<file path="config.mk">
export PLATFORM = sky130hd
export DESIGN_NAME = utf8_to_target_encoder
export DESIGN_NICKNAME = d
export VERILOG_FILES = /design/src/sv/u2t_pkg.sv /design/src/sv/u2t_front.sv /design/src/sv/u2t_queue.sv /design/src/sv/u2t_back.sv /design/src/sv/utf8_to_target_encoder.sv
export SDC_FILE = /design/constraint.sdc
export NUM_CORES = 1
export LEC_CHECK = 0
export BUFFER_PORTS_ARGS = -buffer_cell sky130_fd_sc_hd__buf_2
export CORE_ASPECT_RATIO = 1.5
export CORE_MARGIN = 4
export CORE_UTILIZATION = 40
export CTS_BUF_LIST = sky130_fd_sc_hd__clkbuf_8
export CTS_CLUSTER_SIZE = 8
export DETAILED_ROUTE_END_ITERATION = 7
export GPL_TIMING_DRIVEN = 1
export PLACE_DENSITY = 0.63
export SETUP_SLACK_MARGIN = 0.1
export SYNTH_ARGS = -nofsm -noshare
export SYNTH_HDL_FRONTEND = slang
export SYNTH_SLANG_ARGS = --single-unit
export TNS_END_PERCENT = 1
</file>
<file path="constraint.sdc">
create_clock -name clk -period 4.6 [get_ports clk]
set_input_delay 0.46 -clock clk [delete_from_list [all_inputs] [get_ports clk]]
set_output_delay 0.46 -clock clk [all_outputs]
set_load 0.03 [all_outputs]
</file>
<file path="src/sv/u2t_pkg.sv">
// Shared types and constants for the UTF-8 to target encoding transcoder.
// Used by u2t_front, u2t_queue, u2t_back and the top level.
package u2t_pkg;

	// Output encoding codes held in the configuration register
	localparam logic [2:0] ENC_UTF8   = 3'd0;
	localparam logic [2:0] ENC_UTF16  = 3'd1;
	localparam logic [2:0] ENC_UTF32  = 3'd2;
	localparam logic [2:0] ENC_ASCII  = 3'd3;
	localparam logic [2:0] ENC_LATIN1 = 3'd4;

	// How the back end lays out one job
	localparam logic [1:0] KIND_ONE  = 2'd0; // one byte, cp[7:0]
	localparam logic [1:0] KIND_U16  = 2'd1; // one UTF-16 unit, two bytes
	localparam logic [1:0] KIND_PAIR = 2'd2; // surrogate pair, four bytes
	localparam logic [1:0] KIND_U32  = 2'd3; // UTF-32, four bytes

	// Lead byte thresholds and payload masks
	localparam logic [7:0] LEAD4      = 8'hF0;
	localparam logic [7:0] LEAD3      = 8'hE0;
	localparam logic [7:0] LEAD2      = 8'hC0;
	localparam logic [7:0] MASK4      = 8'h07;
	localparam logic [7:0] MASK3      = 8'h0F;
	localparam logic [7:0] MASK2      = 8'h1F;
	localparam logic [20:0] PLANE1    = 21'h10000;
	localparam logic [15:0] HI_SURR   = 16'hD800;
	localparam logic [15:0] LO_SURR   = 16'hDC00;
	localparam logic [20:0] ASCII_LIM = 21'h80;
	localparam logic [20:0] LAT1_LIM  = 21'h100;
	localparam logic [7:0] REPL_CHAR  = 8'h3F; // '?'

	typedef struct packed {
		logic [20:0] cp;
		logic [1:0]  kind;
	} job_t;

endpackage

</file>
<file path="src/sv/u2t_front.sv">
// Front end: accepts input words, runs the lax UTF-8 decoder and classifies
// each finished code point (each input byte in passthrough) into a job. Depends on u2t_pkg.
module u2t_front import u2t_pkg::*; (
	input  logic       clk,
	input  logic       arst_n,
	input  logic       cfg_wr_en,
	input  logic [2:0] cfg_wr_data,
	input  logic       in_fire,
	input  logic [7:0] in_byte,
	input  logic       end_of_text,
	output logic       job_push,
	output job_t       job
);

	logic [2:0]  mode_q;
	logic [20:0] acc_q;
	logic [1:0]  be_q;
	logic [20:0] acc_n;
	logic [1:0]  be_n;
	logic [20:0] cp;
	logic        done;

	// Hold the output encoding register
	always_ff @(posedge clk or negedge arst_n) begin
		if (!arst_n) begin
			mode_q <= ENC_UTF8;
		end else if (cfg_wr_en) begin
			mode_q <= cfg_wr_data;
		end
	end

	// Decode one byte: lead classification or continuation shift
	always_comb begin
		acc_n = acc_q;
		be_n  = be_q;
		cp    = '0;
		done  = 1'b0;
		if (be_q == 2'd0) begin
			priority if (in_byte >= LEAD4) begin
				acc_n = {13'd0, in_byte & MASK4};
				be_n  = 2'd3;
			end else if (in_byte >= LEAD3) begin
				acc_n = {13'd0, in_byte & MASK3};
				be_n  = 2'd2;
			end else if (in_byte >= LEAD2) begin
				acc_n = {13'd0, in_byte & MASK2};
				be_n  = 2'd1;
			end else begin
				cp   = {13'd0, in_byte};
				done = 1'b1;
			end
		end else begin
			acc_n = {acc_q[14:0], in_byte[5:0]};
			be_n  = be_q - 2'd1;
			if (be_n == 2'd0) begin
				cp   = acc_n;
				done = 1'b1;
			end
		end
		// flush a truncated sequence at end of text
		if (!done && end_of_text && be_n != 2'd0) begin
			cp   = acc_n;
			done = 1'b1;
		end
	end

	// Advance decoder state on each accepted word
	always_ff @(posedge clk or negedge arst_n) begin
		if (!arst_n) begin
			acc_q <= '0;
			be_q  <= '0;
		end else if (in_fire) begin
			if (end_of_text || done) begin
				acc_q <= '0;
				be_q  <= '0;
			end else begin
				acc_q <= acc_n;
				be_q  <= be_n;
			end
		end
	end

	// Classify the job for the back end
	always_comb begin
		job.cp   = cp;
		job.kind = KIND_ONE;
		unique case (mode_q)
			ENC_UTF8: begin
				job.cp = {13'd0, in_byte};
			end
			ENC_UTF16: begin
				job.kind = (cp >= PLANE1) ? KIND_PAIR : KIND_U16;
			end
			ENC_UTF32: begin
				job.kind = KIND_U32;
			end
			ENC_ASCII: begin
				if (cp >= ASCII_LIM) job.cp = {13'd0, REPL_CHAR};
			end
			default: begin
				if (cp >= LAT1_LIM) job.cp = {13'd0, REPL_CHAR};
			end
		endcase
	end

	assign job_push = in_fire && (mode_q == ENC_UTF8 || done);

	// End of text always leaves the decoder empty
	a_eot_clears: assert property (@(posedge clk) disable iff (!arst_n)
		in_fire && end_of_text |=> be_q == 2'd0 && acc_q == '0)
		else $error("decoder state not cleared after end of text");

	// A pending sequence never produces a job outside passthrough
	a_pending_quiet: assert property (@(posedge clk) disable iff (!arst_n)
		in_fire && !end_of_text && mode_q != ENC_UTF8 && be_n != 2'd0
		|-> !job_push)
		else $error("job emitted while a sequence is pending");

endmodule

</file>
<file path="src/sv/u2t_queue.sv">
// Short job queue between the decoder front end and the byte serialiser.
// Depends on u2t_pkg for the job type.
module u2t_queue import u2t_pkg::*; #(
	parameter int DEPTH = 2
) (
	input  logic clk,
	input  logic arst_n,
	input  logic push,
	input  job_t push_job,
	input  logic pop,
	output job_t pop_job,
	output logic full,
	output logic empty
);

	localparam int AW = (DEPTH > 1) ? $clog2(DEPTH) : 1;
	localparam int CW = $clog2(DEPTH + 1);

	job_t          mem_q [DEPTH];
	logic [AW-1:0] wr_ptr_q;
	logic [AW-1:0] rd_ptr_q;
	logic [CW-1:0] cnt_q;

	assign full    = (cnt_q == CW'(DEPTH));
	assign empty   = (cnt_q == '0);
	assign pop_job = mem_q[rd_ptr_q];

	// Store pushed jobs
	always_ff @(posedge clk) begin
		if (push) mem_q[wr_ptr_q] <= push_job;
	end

	// Advance pointers and occupancy
	always_ff @(posedge clk or negedge arst_n) begin
		if (!arst_n) begin
			wr_ptr_q <= '0;
			rd_ptr_q <= '0;
			cnt_q    <= '0;
		end else begin
			if (push) begin
				wr_ptr_q <= (wr_ptr_q == AW'(DEPTH - 1)) ? '0 : wr_ptr_q + AW'(1);
			end
			if (pop) begin
				rd_ptr_q <= (rd_ptr_q == AW'(DEPTH - 1)) ? '0 : rd_ptr_q + AW'(1);
			end
			if (push && !pop) begin
				cnt_q <= cnt_q + CW'(1);
			end else if (pop && !push) begin
				cnt_q <= cnt_q - CW'(1);
			end
		end
	end

	a_no_overflow: assert property (@(posedge clk) disable iff (!arst_n)
		push |-> !full)
		else $error("push into full job queue");

	a_no_underflow: assert property (@(posedge clk) disable iff (!arst_n)
		pop |-> !empty)
		else $error("pop from empty job queue");

endmodule

</file>
<file path="src/sv/u2t_back.sv">
// Back end: takes jobs from the queue, lays out the encoded bytes and sends
// one output word per cycle while out_ready is high. Depends on u2t_pkg.
module u2t_back import u2t_pkg::*; (
	input  logic       clk,
	input  logic       arst_n,
	input  logic       q_empty,
	input  job_t       q_job,
	output logic       q_pop,
	output logic       out_valid,
	input  logic       out_ready,
	output logic [7:0] out_byte,
	output logic       last_of_run
);

	logic        busy_q;
	logic [31:0] word_q;
	logic [1:0]  idx_q;
	logic [1:0]  last_q;
	logic [31:0] word_n;
	logic [1:0]  last_n;
	logic [20:0] off;
	logic [15:0] hi_unit;
	logic [15:0] lo_unit;
	logic        fire;
	logic        at_last;

	assign fire    = out_valid && out_ready;
	assign at_last = (idx_q == last_q);
	assign q_pop   = !q_empty && (!busy_q || (fire && at_last));

	// Lay out the bytes of the incoming job
	always_comb begin
		off     = q_job.cp - PLANE1;
		hi_unit = HI_SURR | {5'd0, off[20:10]};
		lo_unit = LO_SURR | {6'd0, off[9:0]};
		unique case (q_job.kind)
			KIND_ONE: begin
				word_n = {24'd0, q_job.cp[7:0]};
				last_n = 2'd0;
			end
			KIND_U16: begin
				word_n = {16'd0, q_job.cp[15:0]};
				last_n = 2'd1;
			end
			KIND_PAIR: begin
				word_n = {lo_unit, hi_unit};
				last_n = 2'd3;
			end
			default: begin
				word_n = {11'd0, q_job.cp};
				last_n = 2'd3;
			end
		endcase
	end

	// Load a job or step through its bytes
	always_ff @(posedge clk or negedge arst_n) begin
		if (!arst_n) begin
			busy_q <= 1'b0;
			idx_q  <= '0;
			last_q <= '0;
		end else if (q_pop) begin
			busy_q <= 1'b1;
			idx_q  <= '0;
			last_q <= last_n;
		end else if (fire) begin
			if (at_last) busy_q <= 1'b0;
			idx_q <= idx_q + 2'd1;
		end
	end

	always_ff @(posedge clk) begin
		if (q_pop) word_q <= word_n;
	end

	assign out_valid   = busy_q;
	assign out_byte    = word_q[{idx_q, 3'b000} +: 8];
	assign last_of_run = at_last;

	a_idx_range: assert property (@(posedge clk) disable iff (!arst_n)
		busy_q |-> idx_q <= last_q)
		else $error("byte index past end of job");

	a_hold_job: assert property (@(posedge clk) disable iff (!arst_n)
		busy_q && !fire |=> busy_q && $stable(idx_q) && $stable(word_q))
		else $error("stalled output word changed");

endmodule

</file>
<file path="src/sv/utf8_to_target_encoder.sv">
// Top level of the UTF-8 to target encoding transcoder.
// Instantiates u2t_front, u2t_queue and u2t_back; depends on u2t_pkg.
//
//  channel  | direction | handshake          | payload
//  ---------+-----------+--------------------+---------------------------------
//  s_*      | in        | s_tvalid/s_tready  | s_tdata[7:0] in_byte, s_tlast end_of_text
//  m_*      | out       | m_tvalid/m_tready  | m_tdata[7:0] out_byte, m_tlast last_of_run
//  cfg_*    | in        | cfg_wr_en          | cfg_wr_data[2:0] output_encoding
//
// The front end decodes one input word per cycle while the job queue has room.
// The back end sends one output word per cycle while m_tready is high:
// one word for passthrough, ASCII and Latin-1, two for a UTF-16 unit,
// four for a surrogate pair or UTF-32, so the sustained input rate is set
// by the bytes each character expands to.
// Reset clears decoder state, queue pointers and the encoding register (UTF-8).
// An output stall fills the QUEUE_DEPTH-entry job queue, then drops s_tready.
module utf8_to_target_encoder import u2t_pkg::*; #(
	parameter int QUEUE_DEPTH = 2
) (
	input  logic       clk,
	input  logic       arst_n,
	input  logic       cfg_wr_en,
	input  logic [2:0] cfg_wr_data,
	input  logic       s_tvalid,
	output logic       s_tready,
	input  logic [7:0] s_tdata,    // [7:0] in_byte
	input  logic       s_tlast,    // end_of_text
	output logic       m_tvalid,
	input  logic       m_tready,
	output logic [7:0] m_tdata,    // [7:0] out_byte
	output logic       m_tlast     // last_of_run
);

	logic in_fire;
	logic job_push;
	job_t job;
	logic q_pop;
	job_t q_job;
	logic q_full;
	logic q_empty;

	assign s_tready = !q_full;
	assign in_fire  = s_tvalid && s_tready;

	// Decode and classify
	u2t_front u_front (
		.clk         (clk),
		.arst_n      (arst_n),
		.cfg_wr_en   (cfg_wr_en),
		.cfg_wr_data (cfg_wr_data),
		.in_fire     (in_fire),
		.in_byte     (s_tdata),
		.end_of_text (s_tlast),
		.job_push    (job_push),
		.job         (job)
	);

	// Decouple front and back
	u2t_queue #(
		.DEPTH (QUEUE_DEPTH)
	) u_queue (
		.clk      (clk),
		.arst_n   (arst_n),
		.push     (job_push),
		.push_job (job),
		.pop      (q_pop),
		.pop_job  (q_job),
		.full     (q_full),
		.empty    (q_empty)
	);

	// Serialise encoded bytes
	u2t_back u_back (
		.clk         (clk),
		.arst_n      (arst_n),
		.q_empty     (q_empty),
		.q_job       (q_job),
		.q_pop       (q_pop),
		.out_valid   (m_tvalid),
		.out_ready   (m_tready),
		.out_byte    (m_tdata),
		.last_of_run (m_tlast)
	);

endmodule
</file>
==> Yosys cells after proc, flatten, opt, wreduce, memory -nomap -nowiden <==
Memory sizes are Yosys's and may differ from the RTL's.
Index checks and enable logic that the tools add are counted.
{ "word_totals": {"reg_bits": 67, "latch_bits": 0, "mem_bits_rw": 46, "rom_bits": 0, "in_bits": 17, "elab_cells": 101, "n_memories": 1} }
{ "op_classes": {"n_addsub": 7, "multipliers": 0, "div": 0, "magnitude_cmp": 6, "n_eq_ne": 7, "n_shift": 1, "muxes": 40, "bitwise": 0, "n_reduce_logical": 29} }
{ "mem_list": {"columns": ["memory", "depth", "width", "rd", "rd_clocked_by_memory_dff", "write_ports", "line_no", "source"], "rows": [
  ["u_queue.mem_q", 2, 23, 1, 0, 1, "u2t_queue.sv:19", "job_t mem_q [DEPTH];"]
]} }
{ "op_table": {"columns": ["cell", "count"], "rows": [
  ["$mux 21", 12],
  ["$pmux 32 s3", 1],
  ["$pmux 21 s3", 1],
  ["$shiftx 32x6->8", 1],
  ["$ge 8x8->1 const B", 3],
  ["$ge 21x17->1 const B", 1],
  ["$ge 21x8->1 const B", 1],
  ["$ge 21x9->1 const B", 1],
  ["$sub 21x17->21 const B", 1],
  ["$mux 2", 10],
  ["$mux 1", 13],
  ["$logic_and 1x1->1", 9],
  ["$logic_not 2->1", 4],
  ["$mux 8", 1],
  ["$pmux 2 s2", 2],
  ["$reduce_bool 2->1", 4],
  ["$eq 3x2->1 const B", 2],
  ["$logic_not 1->1", 6],
  ["$add 2x1->2 const B", 2],
  ["$eq 2x2->1 const B", 2],
  ["$sub 2x1->2 const B", 2],
  ["$eq 3x1->1 const B", 1],
  ["$logic_not 3->1", 1],
  ["$logic_or 1x1->1", 3],
  ["5 further kinds", 6]
]} }

==> Logic depth before layout (Yosys ltp) <==
{ "logic_depth": {"word_depth": 15, "mapped_depth": 10, "mapped_depth_nobuf": 9} }

==> By module <==
From an unflattened synthesis, not the netlist that was laid out.
{ "unflattened": {"hier_cells": 381, "hier_area_um2": 5117.4} }
{ "modules_own_cells": {"columns": ["module", "instances", "cells_each", "area_each_um2", "seq_area_each_um2"], "rows": [
  ["u2t_queue", 1, 88, 1949.4, 1481.4],
  ["u2t_back", 1, 147, 1710.4, 935.9],
  ["u2t_front", 1, 144, 1447.6, 600.6],
  ["utf8_to_target_encoder", 1, 2, 10.0, 0.0]
]} }

==> Worst setup path before layout <==
OpenSTA, ideal clock, no wires.
{ "synth_timing": {"path_kind": "reg2reg", "from": "register u_back.idx_q[0]", "to": "register u_queue.cnt_q[1]", "setup_time_ps": 79, "t_arrival_ps": 2629, "t_required_ps": 4521, "setup_slack_ps": 1892, "stages_incl_launch_ff": 11, "synth_period_minus_slack_ps": 2708, "path_cell_list": "dfrtp_1 > buf_4 > xor2_1 > nor2_1 > nand2_1 > a21oi_4 > inv_1 > ha_1 > xor2_1 > nor2_1 > xor2_1"} }
{ "synth_via": {"elab_chain_cells": 7} }
{ "synth_rtl": {"columns": ["element", "line_no", "source"], "rows": [
  ["from (decl)", "u2t_back.sv:17", "logic [1:0] idx_q;"],
  ["from (signal assigned)", "u2t_back.sv:68", "idx_q <= idx_q + 2'd1;"],
  ["$eq 2x2->1 (*)", "u2t_back.sv:28", "assign at_last = (idx_q == last_q);"],
  ["via m_tlast", "utf8_to_target_encoder.sv:31", "output logic m_tlast"],
  ["$logic_and 1x1->1 (*)", "u2t_back.sv:29", "assign q_pop = !q_empty && (!busy_q || (fire && at_last));"],
  ["$logic_or 1x1->1 (*)", "u2t_back.sv:29", null],
  ["$logic_and 1x1->1 (*)", "u2t_back.sv:29", null],
  ["via q_pop", "utf8_to_target_encoder.sv:37", "logic q_pop;"],
  ["$logic_not 1->1", "u2t_queue.sv:46", "if (push && !pop) begin"],
  ["$logic_and 1x1->1", "u2t_queue.sv:46", null],
  ["$mux 2 or $reduce_bool 2->1 (tied branches)", null, null],
  ["to (signal assigned)", "u2t_queue.sv:47", "cnt_q <= cnt_q + CW'(1);"],
  ["to (signal assigned)", "u2t_queue.sv:49", "cnt_q <= cnt_q - CW'(1);"],
  ["to (decl)", "u2t_queue.sv:22", "logic [CW-1:0] cnt_q;"]
]} }
Mark *: on every way through the listed nets, which the timed path passes. The rest lies on a longest branch.
A chain may end at the register's enable or synchronous reset.

==> Worst setup path in the final report <==
{ "layout_timing": {"from": "register u_queue.cnt_q[0]", "to": "memory u_queue.mem_q[0][11] (netlist name) (enable)"} }
{ "layout_via": {"elab_chain_cells": 6} }
{ "layout_rtl": {"columns": ["element", "line_no", "source"], "rows": [
  ["$eq 2x2->1", "u2t_queue.sv:24", "assign full = (cnt_q == CW'(DEPTH));"],
  ["$logic_not 1->1", "utf8_to_target_encoder.sv:42", "assign s_tready = !q_full;"],
  ["$logic_and 1x1->1", "utf8_to_target_encoder.sv:43", "assign in_fire = s_tvalid && s_tready;"],
  ["$logic_and 1x1->1", "u2t_front.sv:106", "assign job_push = in_fire && (mode_q == ENC_UTF8 || done);"],
  ["via job_push", "utf8_to_target_encoder.sv:35", "logic job_push;"],
  ["$mux 1", "u2t_queue.sv:30", "if (push) mem_q[wr_ptr_q] <= push_job;"],
  ["$mux 1 (implied by the code)", "u2t_queue.sv:30", null],
  ["to (decl)", "u2t_queue.sv:19", null]
]} }
The timed path passes the listed nets, and every way through them passes these cells.

==> run metrics <==
asr flop ratio synth 28.43%; Hold Buf Count CTS 0; Total Wirelength 9175 microns; Root Driver clkbuf_8; Core ar. 0.01202 sq mm; Setup Crit Path Kind reg -> reg; #FFs+latches synth 102; maximum vdd drop 0.2432 mV; power per cell area 614.3 mW/mm^2; sinks on the clock net 102; total die area 0.01414 sq mm; Avg Cell Area, Syn 13.05 sq um; Rows 49; die width 98.44 microns; EDFF count, synth 73; post-synthesis sequential area ratio 59.46%; nets 415; leading post-synthesis cells by instance count edfxtp_1 (73), nand2_1 (40), dfrtp_1 (29); largest cells by area after synthesis edfxtp_1 (45%), dfrtp_1 (15%), mux4_2 (6.0%); post-synth top area share 44.67%; initial antenna violation count 0; first-pass GRT wire length 15070 microns; overall routing resource usage 13.81%; top cell type by total area after synthesis edfxtp_1; status complete, no violations; r2r setup slk 1.81 ns; WP data required 4.58 ns; RSZ-0062 raised after global routing false; Ports 28; Synth Flop Type edfxtp_1; post-synth net total 395; clock edge transition at the registers on the reported setup and hold paths 0.10 ns; share of cells above drive strength 1 20.45%; DR iter-0 viols 113; number of port buffers 27; Detailed Routing Iterations Pass 1 4; worst min path class in -> async; CTS tree yes; Synth Cell Area 0.004907 sq mm; routed vias/inst 5.242; Max-Cap Viols 0; worst slew pin tran 1.121 ns; maximum clock rate 0.3583 GHz; count leader, synth edfxtp_1; later-pin clock latency in the skew report 0.37 ns; Slew Limit Fails 0; Worst Path Arrival 2.77 ns; post-CTS setup buffers 0; Yosys cell types 56; Setup Skew 0.01544 ns; number of global-route vias before repair 2946; post-route minimum period 2.791 ns; drt drc 0; Routed Antenna Nets 0; initial core utilization 40.84%; HPWL after DPL 6911 microns; Max FO, Critical Path 31; die height 143.7 microns; maximum root-to-sink buffer count 2; LEAKAGE 0.002007 uW; nature of the critical path startpoint register; final hold vios 0; cts repair resizes 0; total grt overflow 0; Post-Route Setup TNS 0 ns; Num CTS Buffers 9; DR vias 2904; Cells after Synth 376; ant diodes 0; Worst Setup End Kind register; endpoints failing setup 0; pin count of the biggest net entering global routing 32; final worst path period share 60.68%; RD Place Congestion 0.7653; wire length per cell 16.56 microns; H-tree levels 3; Area Overhead vs Synth 9.205%; Yosys warning count 0; Slew headroom 24.95%; Final Core Density 44.60%
[critical path, cell delays in order, from the launching register on]
cell      delay (ns)
dfrtp_1         0.45
nand2b_1        0.15
nand2_1         0.54
nor2b_4         0.33
nor2b_2         0.93
[routing by layer]
layer | part of all wire (%) | GRT usage, %
met5 | 0 | 0
met4 | 3.0 | 6.475
met3 | 3.2 | 3.060
met2 | 53 | 24.53
met1 | 41 | 15.80
[placed cells by master, fill, tap and decap left out, types with 3 or more instances in the layout]
master    count
mux2_2        4
nor2_1       23
and2_1       14
a22o_1        5
nor4_1        3
edfxtp_1     73
o31ai_1       3
xor2_1        9
mux4_2       13
inv_1         6
dfrtp_1      29
a21oi_1      17
nand2_1      40
nor2b_1       7
nor3_1        4
nand2b_1      4
o21ai_0      23
buf_2        27
a211oi_1     12
mux2i_1      21
nand3_1       7
clkbuf_8     10
nand3b_1      3
[report_power, final]
group / total (uW) / internal [uW] / switching (uW)
sequential: 1500 / 1300 / 196
clock: 616 / 320 / 296
combinational: 1180 / 478 / 697
[sequential cells by signal, indices dropped and copies added, names as in the netlist]
signal / flops
u_queue.mem_q: 46
u_front.be_q: 2
u_back.word_q: 27
u_queue.wr_ptr_q: 1
u_front.mode_q: 3
u_front.acc_q: 15
u_queue.rd_ptr_q: 1
u_back.last_q: 2
u_back.idx_q: 2
u_queue.cnt_q: 2
u_back.out_valid: 1
[kinds of logic after synthesis]
kind of cell,count (synthesis),synth area share (%)
XOR/XNOR,10,1.785
flip-flops,102,59.46
buffers and inverters,27,2.855
AND/OR/NAND/NOR,121,13.21
multiplexers,42,12.52
adder cells (fa/ha/maj),2,0.5099
AO/OA/AOI/OAI,72,9.664
[metrics by stage]
step                      total power (uW)  setup slack, ns  cell area (sq um)  instances  hold slack [ns]
after floorplan                       2425            1.892               4907        376           0.1644
after global placement                2688            1.787               5137        538           0.4882
after detailed placement              2720            1.757               5137        538           0.4980
after CTS                             3339            1.734               5359        554           0.1366
after global routing                  3496            1.546               5359        554           0.1595
final                                 3292            1.809               5359        554           0.1336
[worst paths after layout]
kind	startpoint	to	depth (start not counted)
worst min-delay path	arst_n	u_back.out_valid$_DFFE_PN0P_	1
worst max-delay path	u_queue.cnt_q[0]$_DFFE_PN0P_	u_queue.mem_q[0][11]$_DFFE_PP_	4
max in group asynchronous	arst_n	u_front.acc_q[6]$_DFFE_PN0P_	1
worst max register to register	u_queue.cnt_q[0]$_DFFE_PN0P_	u_queue.mem_q[0][11]$_DFFE_PP_	4
min in group clk	cfg_wr_data[2]	u_front.mode_q[2]$_DFFE_PN0P_	2
worst min register to register	u_front.acc_q[13]$_DFFE_PN0P_	u_front.acc_q[13]$_DFFE_PN0P_	2
[final cells by class]
type	instances	area [sq um]
Clock buffer	10	137.6
Clock inverter	6	83.83
Fill cell	1130	6658
Inverter	7	26.28
Multi-Input combinational cell	247	1852
Sequential cell	102	2918
Tap cell	153	191.4
Timing Repair Buffer	29	150.1
(Power assumes the default switching activity.)
